[src/rtl/wwl_pkg.sv]
`default_nettype none
package wwl_pkg;

  localparam int LINE_MAX_DEF   = 47;
  localparam int INDENT_MAX_DEF = 15;

  localparam int CHAR_W    = 8;
  localparam int COL_W     = 7;
  localparam int IND_W     = 4;
  localparam int WRAP_W    = 6;
  localparam int TS_W      = 5;
  localparam int CFG_IDX_W = 2;

  localparam logic [COL_W-1:0]  COL_TOP  = 7'd127;
  localparam logic [WRAP_W-1:0] WRAP_RST = 6'd40;
  localparam logic [TS_W-1:0]   TS_RST   = 5'd8;

  localparam logic [CHAR_W-1:0] CH_LF  = 8'h0A;
  localparam logic [CHAR_W-1:0] CH_CR  = 8'h0D;
  localparam logic [CHAR_W-1:0] CH_BEL = 8'h07;
  localparam logic [CHAR_W-1:0] CH_TAB = 8'h09;
  localparam logic [CHAR_W-1:0] CH_SP  = 8'h20;

  localparam logic [CFG_IDX_W-1:0] CFG_INDENT = 2'd0;
  localparam logic [CFG_IDX_W-1:0] CFG_WRAP   = 2'd1;
  localparam logic [CFG_IDX_W-1:0] CFG_TAB    = 2'd2;

  typedef enum logic [2:0] {
    S_IDLE,
    S_TAB,
    S_IND,
    S_RD,
    S_BYTE,
    S_TAIL,
    S_APP
  } wwl_state_t;

  typedef enum logic [1:0] {
    K_FLUSH,
    K_BELL,
    K_WRAP
  } wwl_kind_t;

endpackage
`default_nettype wire

[src/rtl/wwl_store.sv]
`default_nettype none
module wwl_store #(
  parameter int DEPTH = 47,
  parameter int AW    = 6,
  parameter int DW    = 8
) (
  input  wire logic          clk,
  input  wire logic          wr_en,
  input  wire logic [AW-1:0] wr_addr,
  input  wire logic [DW-1:0] wr_data,
  input  wire logic          rd_en,
  input  wire logic [AW-1:0] rd_addr,
  output logic      [DW-1:0] rd_data
);

  logic [DW-1:0] mem [DEPTH];
  logic [DW-1:0] rd_data_r;

  always_ff @(posedge clk) begin
    if (wr_en) begin
      mem[wr_addr] <= wr_data;
    end
  end

  always_ff @(posedge clk) begin
    if (rd_en) begin
      rd_data_r <= mem[rd_addr];
    end
  end

  assign rd_data = rd_data_r;

endmodule
`default_nettype wire

[src/rtl/wwl_tabdiv.sv]
`default_nettype none
module wwl_tabdiv (
  input  wire logic                     clk,
  input  wire logic                     rst_n,
  input  wire logic                     start,
  input  wire logic [wwl_pkg::COL_W-1:0] num,
  input  wire logic [wwl_pkg::TS_W-1:0]  den,
  output logic                          done,
  output logic      [wwl_pkg::TS_W-1:0]  rem
);
  import wwl_pkg::*;

  localparam int CW = $clog2(COL_W + 1);

  logic              busy_r, busy_nxt;
  logic              done_r, done_nxt;
  logic [CW-1:0]     cnt_r, cnt_nxt;
  logic [COL_W-1:0]  num_r, num_nxt;
  logic [TS_W-1:0]   den_r, den_nxt;
  logic [TS_W-1:0]   rem_r, rem_nxt;
  logic [TS_W:0]     trial;

  always_comb begin
    busy_nxt = busy_r;
    done_nxt = 1'b0;
    cnt_nxt  = cnt_r;
    num_nxt  = num_r;
    den_nxt  = den_r;
    rem_nxt  = rem_r;
    trial    = {rem_r, num_r[COL_W-1]};
    if (start) begin
      busy_nxt = 1'b1;
      cnt_nxt  = CW'(COL_W);
      num_nxt  = num;
      den_nxt  = den;
      rem_nxt  = '0;
    end else if (busy_r) begin
      if (trial >= {1'b0, den_r}) begin
        rem_nxt = TS_W'(trial - {1'b0, den_r});
      end else begin
        rem_nxt = trial[TS_W-1:0];
      end
      num_nxt = {num_r[COL_W-2:0], 1'b0};
      cnt_nxt = cnt_r - CW'(1);
      if (cnt_r == CW'(1)) begin
        busy_nxt = 1'b0;
        done_nxt = 1'b1;
      end
    end
  end

  always_ff @(posedge clk) begin
    if (!rst_n) begin
      busy_r <= 1'b0;
      done_r <= 1'b0;
      cnt_r  <= '0;
    end else begin
      busy_r <= busy_nxt;
      done_r <= done_nxt;
      cnt_r  <= cnt_nxt;
    end
  end

  always_ff @(posedge clk) begin
    num_r <= num_nxt;
    den_r <= den_nxt;
    rem_r <= rem_nxt;
  end

  assign done = done_r;
  assign rem  = rem_r;

endmodule
`default_nettype wire

[src/rtl/word_wrap_line_buffer.sv]
// Greedy word-wrap line buffer.
// in_*  : one text byte per word; taken only when the block is idle.
// out_* : emitted bytes; out_tlast marks the final byte caused by one input,
//         out_tuser carries the sticky tab overflow flag.
// cfg_* : register writes (0 indent, 1 wrap width, 2 tab stop), always ready;
//         write only while the block is idle.
// Steps per input word (each stored byte takes a registered line store read):
//   ordinary byte, no break: accept, then store; bell: emit it; tab: store,
//   then wait on the bit-serial remainder unit (one bit of the column per
//   cycle); tab on a full store: set the overflow flag; newline or carriage
//   return: indent, each stored byte, then the input byte; line break: indent,
//   each stored byte before the break, a newline, then store the input byte.
// A single output register parts the two sides; a stall on out_tready holds
// the current word and stalls the states that emit bytes until it is taken.
// Reset empties the line, clears the column and the overflow flag and loads
// indent 0, wrap width 40, tab stop 8; the line store itself needs no clear.
`default_nettype none
module word_wrap_line_buffer #(
  parameter int LINE_MAX   = wwl_pkg::LINE_MAX_DEF,
  parameter int INDENT_MAX = wwl_pkg::INDENT_MAX_DEF
) (
  input  wire logic                          clk,
  input  wire logic                          rst_n,
  input  wire logic                          in_tvalid,
  output logic                               in_tready,
  input  wire logic [wwl_pkg::CHAR_W-1:0]    in_tdata,   // [7:0] ch
  output logic                               out_tvalid,
  input  wire logic                          out_tready,
  output logic      [wwl_pkg::CHAR_W-1:0]    out_tdata,  // [7:0] out_char
  output logic                               out_tlast,
  output logic                               out_tuser,  // [0] overflowed
  input  wire logic                          cfg_valid,
  output logic                               cfg_ready,
  input  wire logic [wwl_pkg::CFG_IDX_W-1:0] cfg_index,
  input  wire logic [wwl_pkg::WRAP_W-1:0]    cfg_data
);
  import wwl_pkg::*;

  localparam int IDX_W = $clog2(LINE_MAX);
  localparam int CNT_W = $clog2(LINE_MAX + 1);

  wwl_state_t        state_r, state_nxt;
  wwl_kind_t         kind_r, kind_nxt;
  logic [CHAR_W-1:0] ch_r, ch_nxt;
  logic [IND_W-1:0]  ind_left_r, ind_left_nxt;
  logic [CNT_W-1:0]  idx_r, idx_nxt;
  logic [CNT_W-1:0]  len_r, len_nxt;
  logic [IDX_W-1:0]  head_r, head_nxt;
  logic [CNT_W-1:0]  fill_r, fill_nxt;
  logic [COL_W-1:0]  col_r, col_nxt;
  logic              ovf_r, ovf_nxt;
  logic              has_sep_r, has_sep_nxt;
  logic [IDX_W-1:0]  sep_r, sep_nxt;
  logic [IND_W-1:0]  indent_r;
  logic [WRAP_W-1:0] wrap_r;
  logic [TS_W-1:0]   ts_r;
  logic              ovalid_r, ovalid_nxt;
  logic [CHAR_W-1:0] odata_r, odata_nxt;
  logic              olast_r, olast_nxt;
  logic              ouser_r, ouser_nxt;

  logic              ob_free;
  logic [IND_W-1:0]  ind_eff;
  logic [WRAP_W-1:0] lim;
  logic [TS_W-1:0]   ts_eff;
  logic [IDX_W-1:0]  wr_pos;
  logic              full;
  logic [CNT_W-1:0]  sep_p1;
  logic [CNT_W-1:0]  fill_left;
  logic [COL_W:0]    tab_sum;

  logic              wr_en;
  logic [CHAR_W-1:0] wr_data;
  logic              rd_en;
  logic [IDX_W-1:0]  rd_addr;
  logic [CHAR_W-1:0] rd_data;
  logic              div_start;
  logic              div_done;
  logic [TS_W-1:0]   div_rem;

  function automatic logic [IDX_W-1:0] ring_add(input logic [IDX_W-1:0] a,
                                                input logic [CNT_W-1:0] b);
    logic [CNT_W:0] s;
    s = (CNT_W+1)'(a) + (CNT_W+1)'(b);
    if (s >= (CNT_W+1)'(LINE_MAX)) begin
      s = s - (CNT_W+1)'(LINE_MAX);
    end
    return s[IDX_W-1:0];
  endfunction

  function automatic logic is_sep(input logic [CHAR_W-1:0] c);
    return (c == CH_SP) || (c == CH_TAB);
  endfunction

  wwl_store #(
    .DEPTH (LINE_MAX),
    .AW    (IDX_W),
    .DW    (CHAR_W)
  ) u_store (
    .clk     (clk),
    .wr_en   (wr_en),
    .wr_addr (wr_pos),
    .wr_data (wr_data),
    .rd_en   (rd_en),
    .rd_addr (rd_addr),
    .rd_data (rd_data)
  );

  wwl_tabdiv u_tabdiv (
    .clk   (clk),
    .rst_n (rst_n),
    .start (div_start),
    .num   (col_r),
    .den   (ts_eff),
    .done  (div_done),
    .rem   (div_rem)
  );

  assign ob_free   = !ovalid_r || out_tready;
  assign ind_eff   = (indent_r > IND_W'(INDENT_MAX)) ? IND_W'(INDENT_MAX) : indent_r;
  assign lim       = (wrap_r > WRAP_W'(LINE_MAX)) ? WRAP_W'(LINE_MAX) : wrap_r;
  assign ts_eff    = (ts_r == '0) ? TS_W'(1) : ts_r;
  assign wr_pos    = ring_add(head_r, fill_r);
  assign full      = fill_r >= CNT_W'(LINE_MAX);
  assign sep_p1    = CNT_W'(sep_r) + CNT_W'(1);
  assign fill_left = fill_r - sep_p1;
  assign tab_sum   = (COL_W+1)'(col_r) + (COL_W+1)'(ts_eff) - (COL_W+1)'(div_rem);
  assign rd_addr   = ring_add(head_r, idx_r);

  assign in_tready  = (state_r == S_IDLE);
  assign cfg_ready  = 1'b1;
  assign out_tvalid = ovalid_r;
  assign out_tdata  = odata_r;
  assign out_tlast  = olast_r;
  assign out_tuser  = ouser_r;

  always_comb begin
    state_nxt    = state_r;
    kind_nxt     = kind_r;
    ch_nxt       = ch_r;
    ind_left_nxt = ind_left_r;
    idx_nxt      = idx_r;
    len_nxt      = len_r;
    head_nxt     = head_r;
    fill_nxt     = fill_r;
    col_nxt      = col_r;
    ovf_nxt      = ovf_r;
    has_sep_nxt  = has_sep_r;
    sep_nxt      = sep_r;
    ovalid_nxt   = ovalid_r && !out_tready;
    odata_nxt    = odata_r;
    olast_nxt    = olast_r;
    ouser_nxt    = ouser_r;
    wr_en        = 1'b0;
    wr_data      = ch_r;
    rd_en        = 1'b0;
    div_start    = 1'b0;

    case (state_r)
      S_IDLE: begin
        if (in_tvalid) begin
          ch_nxt  = in_tdata;
          idx_nxt = '0;
          if ((in_tdata == CH_LF) || (in_tdata == CH_CR)) begin
            kind_nxt     = K_FLUSH;
            ind_left_nxt = ind_eff;
            len_nxt      = fill_r;
            state_nxt    = S_IND;
          end else if (in_tdata == CH_BEL) begin
            kind_nxt     = K_BELL;
            ind_left_nxt = '0;
            len_nxt      = '0;
            state_nxt    = S_IND;
          end else if (in_tdata == CH_TAB) begin
            if (full) begin
              ovf_nxt = 1'b1;
            end else begin
              wr_en       = 1'b1;
              wr_data     = in_tdata;
              fill_nxt    = fill_r + CNT_W'(1);
              has_sep_nxt = 1'b1;
              sep_nxt     = fill_r[IDX_W-1:0];
              div_start   = 1'b1;
              state_nxt   = S_TAB;
            end
          end else if (col_r >= COL_W'(lim)) begin
            kind_nxt     = K_WRAP;
            ind_left_nxt = ind_eff;
            len_nxt      = has_sep_r ? CNT_W'(sep_r) : fill_r;
            state_nxt    = S_IND;
          end else begin
            state_nxt = S_APP;
          end
        end
      end
      S_TAB: begin
        if (div_done) begin
          col_nxt   = (tab_sum > (COL_W+1)'(COL_TOP)) ? COL_TOP : tab_sum[COL_W-1:0];
          state_nxt = S_IDLE;
        end
      end
      S_IND: begin
        if (ind_left_r != '0) begin
          if (ob_free) begin
            ovalid_nxt   = 1'b1;
            odata_nxt    = CH_SP;
            olast_nxt    = 1'b0;
            ouser_nxt    = ovf_r;
            ind_left_nxt = ind_left_r - IND_W'(1);
          end
        end else begin
          state_nxt = (idx_r < len_r) ? S_RD : S_TAIL;
        end
      end
      S_RD: begin
        rd_en     = 1'b1;
        state_nxt = S_BYTE;
      end
      S_BYTE: begin
        if (ob_free) begin
          ovalid_nxt = 1'b1;
          odata_nxt  = rd_data;
          olast_nxt  = 1'b0;
          ouser_nxt  = ovf_r;
          idx_nxt    = idx_r + CNT_W'(1);
          state_nxt  = ((idx_r + CNT_W'(1)) < len_r) ? S_RD : S_TAIL;
        end
      end
      S_TAIL: begin
        if (ob_free) begin
          ovalid_nxt = 1'b1;
          odata_nxt  = (kind_r == K_WRAP) ? CH_LF : ch_r;
          olast_nxt  = 1'b1;
          ouser_nxt  = ovf_r;
          case (kind_r)
            K_FLUSH: begin
              head_nxt    = '0;
              fill_nxt    = '0;
              col_nxt     = '0;
              has_sep_nxt = 1'b0;
              state_nxt   = S_IDLE;
            end
            K_WRAP: begin
              if (has_sep_r) begin
                head_nxt = ring_add(head_r, sep_p1);
                fill_nxt = fill_left;
                col_nxt  = COL_W'(fill_left);
              end else begin
                head_nxt = '0;
                fill_nxt = '0;
                col_nxt  = '0;
              end
              has_sep_nxt = 1'b0;
              state_nxt   = S_APP;
            end
            default: begin
              state_nxt = S_IDLE;
            end
          endcase
        end
      end
      S_APP: begin
        if (!full) begin
          wr_en    = 1'b1;
          fill_nxt = fill_r + CNT_W'(1);
          if (is_sep(ch_r)) begin
            has_sep_nxt = 1'b1;
            sep_nxt     = fill_r[IDX_W-1:0];
          end
        end
        col_nxt   = (col_r == COL_TOP) ? COL_TOP : col_r + COL_W'(1);
        state_nxt = S_IDLE;
      end
      default: begin
        state_nxt = S_IDLE;
      end
    endcase
  end

  always_ff @(posedge clk) begin
    if (!rst_n) begin
      state_r   <= S_IDLE;
      head_r    <= '0;
      fill_r    <= '0;
      col_r     <= '0;
      ovf_r     <= 1'b0;
      has_sep_r <= 1'b0;
      ovalid_r  <= 1'b0;
      indent_r  <= '0;
      wrap_r    <= WRAP_RST;
      ts_r      <= TS_RST;
    end else begin
      state_r   <= state_nxt;
      head_r    <= head_nxt;
      fill_r    <= fill_nxt;
      col_r     <= col_nxt;
      ovf_r     <= ovf_nxt;
      has_sep_r <= has_sep_nxt;
      ovalid_r  <= ovalid_nxt;
      if (cfg_valid) begin
        case (cfg_index)
          CFG_INDENT: indent_r <= cfg_data[IND_W-1:0];
          CFG_WRAP:   wrap_r   <= cfg_data[WRAP_W-1:0];
          CFG_TAB:    ts_r     <= cfg_data[TS_W-1:0];
          default: begin
          end
        endcase
      end
    end
  end

  always_ff @(posedge clk) begin
    kind_r     <= kind_nxt;
    ch_r       <= ch_nxt;
    ind_left_r <= ind_left_nxt;
    idx_r      <= idx_nxt;
    len_r      <= len_nxt;
    sep_r      <= sep_nxt;
    odata_r    <= odata_nxt;
    olast_r    <= olast_nxt;
    ouser_r    <= ouser_nxt;
  end

  a_fill_bound: assert property (@(posedge clk) disable iff (!rst_n)
    fill_r <= CNT_W'(LINE_MAX))
    else $error("line store fill beyond capacity");

  a_col_covers_fill: assert property (@(posedge clk) disable iff (!rst_n)
    (state_r == S_IDLE) |-> (col_r >= COL_W'(fill_r)))
    else $error("column behind stored byte count");

  a_sep_inside: assert property (@(posedge clk) disable iff (!rst_n)
    has_sep_r |-> (CNT_W'(sep_r) < fill_r))
    else $error("break position outside stored line");

  a_ovf_sticky: assert property (@(posedge clk) disable iff (!rst_n)
    ovf_r |=> ovf_r)
    else $error("overflow flag dropped");

endmodule
`default_nettype wire
[config.mk]
export PLATFORM = sky130hd
export DESIGN_NAME = word_wrap_line_buffer
export DESIGN_NICKNAME = d
export VERILOG_FILES = /design/src/rtl/wwl_pkg.sv /design/src/rtl/wwl_store.sv /design/src/rtl/wwl_tabdiv.sv /design/src/rtl/word_wrap_line_buffer.sv
export SDC_FILE = /design/constraint.sdc
export NUM_CORES = 1
export LEC_CHECK = 0
export BUFFER_PORTS_ARGS = -buffer_cell sky130_fd_sc_hd__clkbuf_2
export CAP_MARGIN = 20
export CORE_UTILIZATION = 54
export DETAILED_ROUTE_END_ITERATION = 6
export PLACE_DENSITY = 0.79
export SLEW_MARGIN = 0
export SYNTH_ARGS = -nofsm -noshare
export SYNTH_HDL_FRONTEND = slang
export SYNTH_HIERARCHICAL = 1
export SYNTH_SLANG_ARGS = --single-unit
[constraint.sdc]
create_clock -name clk -period 9.7 [get_ports clk]
set_input_delay 1.94 -clock clk [delete_from_list [all_inputs] [get_ports clk]]
set_output_delay 1.94 -clock clk [all_outputs]
set_load 0.03 [all_outputs]
==> summary.md <==
| Metric | Value |
|---|---|
| Final setup violation count | `0` |
| Layout Cells excl Fill | `between 2k and 2.5k` |
| Worst setup endpoint | `u_store/mem[30][5]` |
| WL/cell | `23.0 um` |
| Ys flop type | `edfxtp_1` |
| Syn_area_per_cell | `13.8 sq um` |
| Dpl hpwl | `33,900 um` |
| Final GP Congestion | `0.912` |
| Slew Limit Fails | `0` |
| DRC violations left | `21` |
| Most common library cell in the layout ignoring fill and taps | `edfxtp_1` |
| R2r setup slk | `4.44 ns` |
| Final period utilization | `0.542` |
| Delay-heaviest family, CP | `simple AND/OR/NAND/NOR gates` |
| Worst Path Required | `a little under 10 ns` |
| Max frequency | `190 MHz` |
| Row cnt | `74` |
| CP Depth | `8` |
| CP startpoint kind | `input port` |
| GRT Util Overall | `0.240` |
| Via density | `6.27` |
| Post-Synthesis Cells | `1,645` |
| Critical path's largest stage delay | `approximately 0.75 ns` |
| Vias in the first global route | `13.8k` |
| Core box area | `41,200 sq um` |
| RSZ-0062 raised after global routing | `false` |
| LEAKAGE | `~8.9 nW` |
| Worst slew pin tran | `1.17 ns` |
| Cell depth of the worst flop-to-flop path | `15` |
| Most frequent cells in the layout | `edfxtp_1, mux2i_1, nand2_1, nor2_1, ha_1` |
| Slew margin rel. | `0.214` |
| Maxcap violations | `0` |
| Number of synthesized flops with an enable pin | `roughly 440` |
| Clock skew | `between 0.03 and 0.04 ns` |
| Crit Path Class | `in -> reg` |
| TritonCTS clock tree | `yes` |
| Element type at the critical path end | `flip-flop` |
| Final Hold Slack | `0.463 ns` |
| Crit-path slowest cell | `a21oi_1` |
| First-pass GRT wire length | `78,700 um` |
| IO Port Bufs | `32` |
| Via count of the routed design | `between 10k and 15k` |
| Final hold vios | `0` |
| Worst setup startpoint | `in_tdata[4]` |
| Total gr overflow | `0` |
| Worst EP arrival | `5.49 ns` |
| Routed Antenna Nets | `0` |
| Crit path time final | `5.26 ns` |
| Peak supply drop | `0.504 mV` |
| # diodes | `0` |
| Top cell by count, worst path | `nand3_1` |
| Layout cells sized above 1 | `0.121` |
| Die width | `207 um` |
| Largest net degree at the start of global routing | `153` |
| CP Max Fanout | `8` |
| R2r endpoint | `u_store/rd_data[2]` |
| Synthesized Nets | `between 1.5k and 2k` |
| Initial antenna violation count | `0` |
| Clock tree buffer depth | `3` |
| Sequential-to-total area share from yosys stat | `0.622` |
| I/O Pins | `34` |
| Ys async rst share | `0` |
| CTS root buf | `clkbuf_16` |
| Clock transition at path regs | `around 0.060 ns` |
| Routed WL | `51,600 um` |
| Worst-Skew Late Latency | `0.60 ns` |
| Post-CTS setup buffers | `0` |
| Pwr/cell area | `278 nW/um^2` |
| Full die area | `42,900 sq um` |
| Post-Route Setup TNS | `0 ns` |
| CTS Sinks | `a little under 500` |
| Resize count post-CTS | `0` |
| DRT iter0 DRCs | `roughly 1.2k` |
| Synthesized area | `22,700 sq um` |
| Failing checks | `DRC` |
| P&R area growth vs syn | `9.75%` |
| Nets | `1,765` |
| Initial Utilization | `0.552` |
| Yosys reg bits | `488` |
| Die Span Y | `207 um` |
| Buffers plus inverters on the worst setup path | `1` |
| CTS Buf Count | `47` |
| Worst r2r src | `idx_r[0]` |
| Placed insts | `2,148` |
| Syn. warnings | `6` |
| Yosys cell types | `90` |
| Status | `finished, violations left` |
| CTS H-Tree Depth | `2` |
| Post-CTS Hold Fix Bufs | `0` |
| Crit-path cells | `clkbuf_2, nor4_1, nand3_1, or2_2, a21oi_1, nor2b_1, nand3_1, nor2_1` |
| Hold crit path type | `reg -> reg` |
| Final core occ | `0.606` |
| Pre-antenna DRT Iters | `7` |
cell usage after synthesis (all sizes together) (5+ instances only):
cell / number / area, sq um
edfxtp: 438 / 13200
mux2i: 137 / 1370
nand2: 100 / 375
nor2: 100 / 375
ha: 63 / 788
a21oi: 58 / 305
inv: 55 / 206
a22oi: 50 / 375
dfxtp: 50 / 1000
nor2b: 43 / 269
o21ai: 42 / 210
nand3: 39 / 210
buf: 38 / 226
clkbuf: 35 / 131
mux4: 32 / 721
a21o: 23 / 173
xnor2: 23 / 201
nand4: 18 / 113
nor3: 18 / 110
a211oi: 17 / 150
or3: 17 / 116
o21a: 16 / 120
o211ai: 15 / 138
and2: 14 / 87.6
a22o: 13 / 114
a31oi: 13 / 81.3
xor2: 13 / 114
o2111ai: 12 / 105
o22ai: 12 / 75.1
or2: 12 / 75.1
and3: 11 / 75.1
fa: 10 / 200
mux2: 9 / 105
nand2b: 9 / 56.3
nand3b: 9 / 80.1
nor3b: 8 / 60.1
o21bai: 8 / 60.1
o221ai: 7 / 78.8
nor4: 6 / 37.5
a2111oi: 5 / 62.6
metal layers:
metal,track usage,part of all wire,routed length (um)
met3,0.0390,0.079,4060
met4,0.112,0.042,2160
met5,0,0,0
met1,0.306,0.39,20200
met2,0.402,0.49,25100
where the power goes:
part	total (W)	internal, W	switching [W]	leakage, nW
registers	0.00258	0.00249	0.0000917	4.36
clock network	0.00179	0.00102	0.000775	0.731
logic	0.00255	0.00101	0.00154	3.81
worst reg2reg max path, stage by stage (launching register included):
cell,delay (ns)
edfxtp_1,0.47
ha_1,0.28
fa_1,0.52
ha_1,0.28
a21o_1,0.16
nand2_1,0.06
nor3_1,0.04
o21a_1,0.18
or2_1,0.28
mux2_1,0.23
buf_4,0.46
and2_1,0.93
a22oi_1,0.25
nand3_1,0.25
nand4_1,0.20
or3_1,0.42
worst min-delay path by stage:
stage                        from                end  slack [ns]  cells past startpoint
after floorplan             ovf_r          out_tuser        0.41                      0
after global placement      ovf_r          out_tuser        0.41                      0
after detailed placement    ovf_r          out_tuser        0.43                      0
after CTS                 ts_r[3]  u_tabdiv/den_r[3]        0.46                      0
after global routing      ts_r[3]  u_tabdiv/den_r[3]        0.48                      0
final                     ts_r[3]  u_tabdiv/den_r[3]        0.46                      0
flip-flops by register name, indices dropped and copies added (netlist names), 2 cells and up:
register	flops
sep_r	6
u_store/rd_data	8
kind_r	2
state_r	3
ts_r	5
out_tdata	8
u_store/mem	376
u_tabdiv/den_r	5
idx_r	6
u_tabdiv/num_r	7
u_tabdiv/cnt_r	3
wrap_r	6
ch_r	8
fill_r	6
ind_left_r	4
head_r	6
len_r	6
u_tabdiv/rem	5
col_r	7
indent_r	4
logic make-up after synthesis:
family	after synthesis	share of synthesized area
AOI/OAI and AO/OA	319	0.101
xor gates and xnor gates	37	0.0149
adders and majority gates	73	0.0435
buffers and inverters	128	0.0248
DFF	488	0.622
muxes	178	0.0966
other	1	0.000165
and+or+nand+nor	421	0.0965
cell type report:
cell class | count | area (sq um)
clock buffer | 57 | 1230
clock inverter | 29 | 280
fill | 3035 | 16200
inverter | 55 | 206
multi-input combinational | 1029 | 8090
sequential | 488 | 14200
tap | 532 | 666
timing repair buffer | 50 | 322
through the flow:
step | setup WS [ns] | instance area, sq um | power, W
3_5_place_dp | 3.98 | 23400 | 0.00511
4_1_cts | 4.43 | 24900 | 0.00690
6_report | 4.44 | 25000 | 0.00692
2_1_floorplan | 5.25 | 22700 | 0.00451
3_3_place_gp | 4.14 | 23400 | 0.00505
5_1_grt | 4.26 | 25000 | 0.00721
Note: power is estimated with default switching activity, not from simulation.
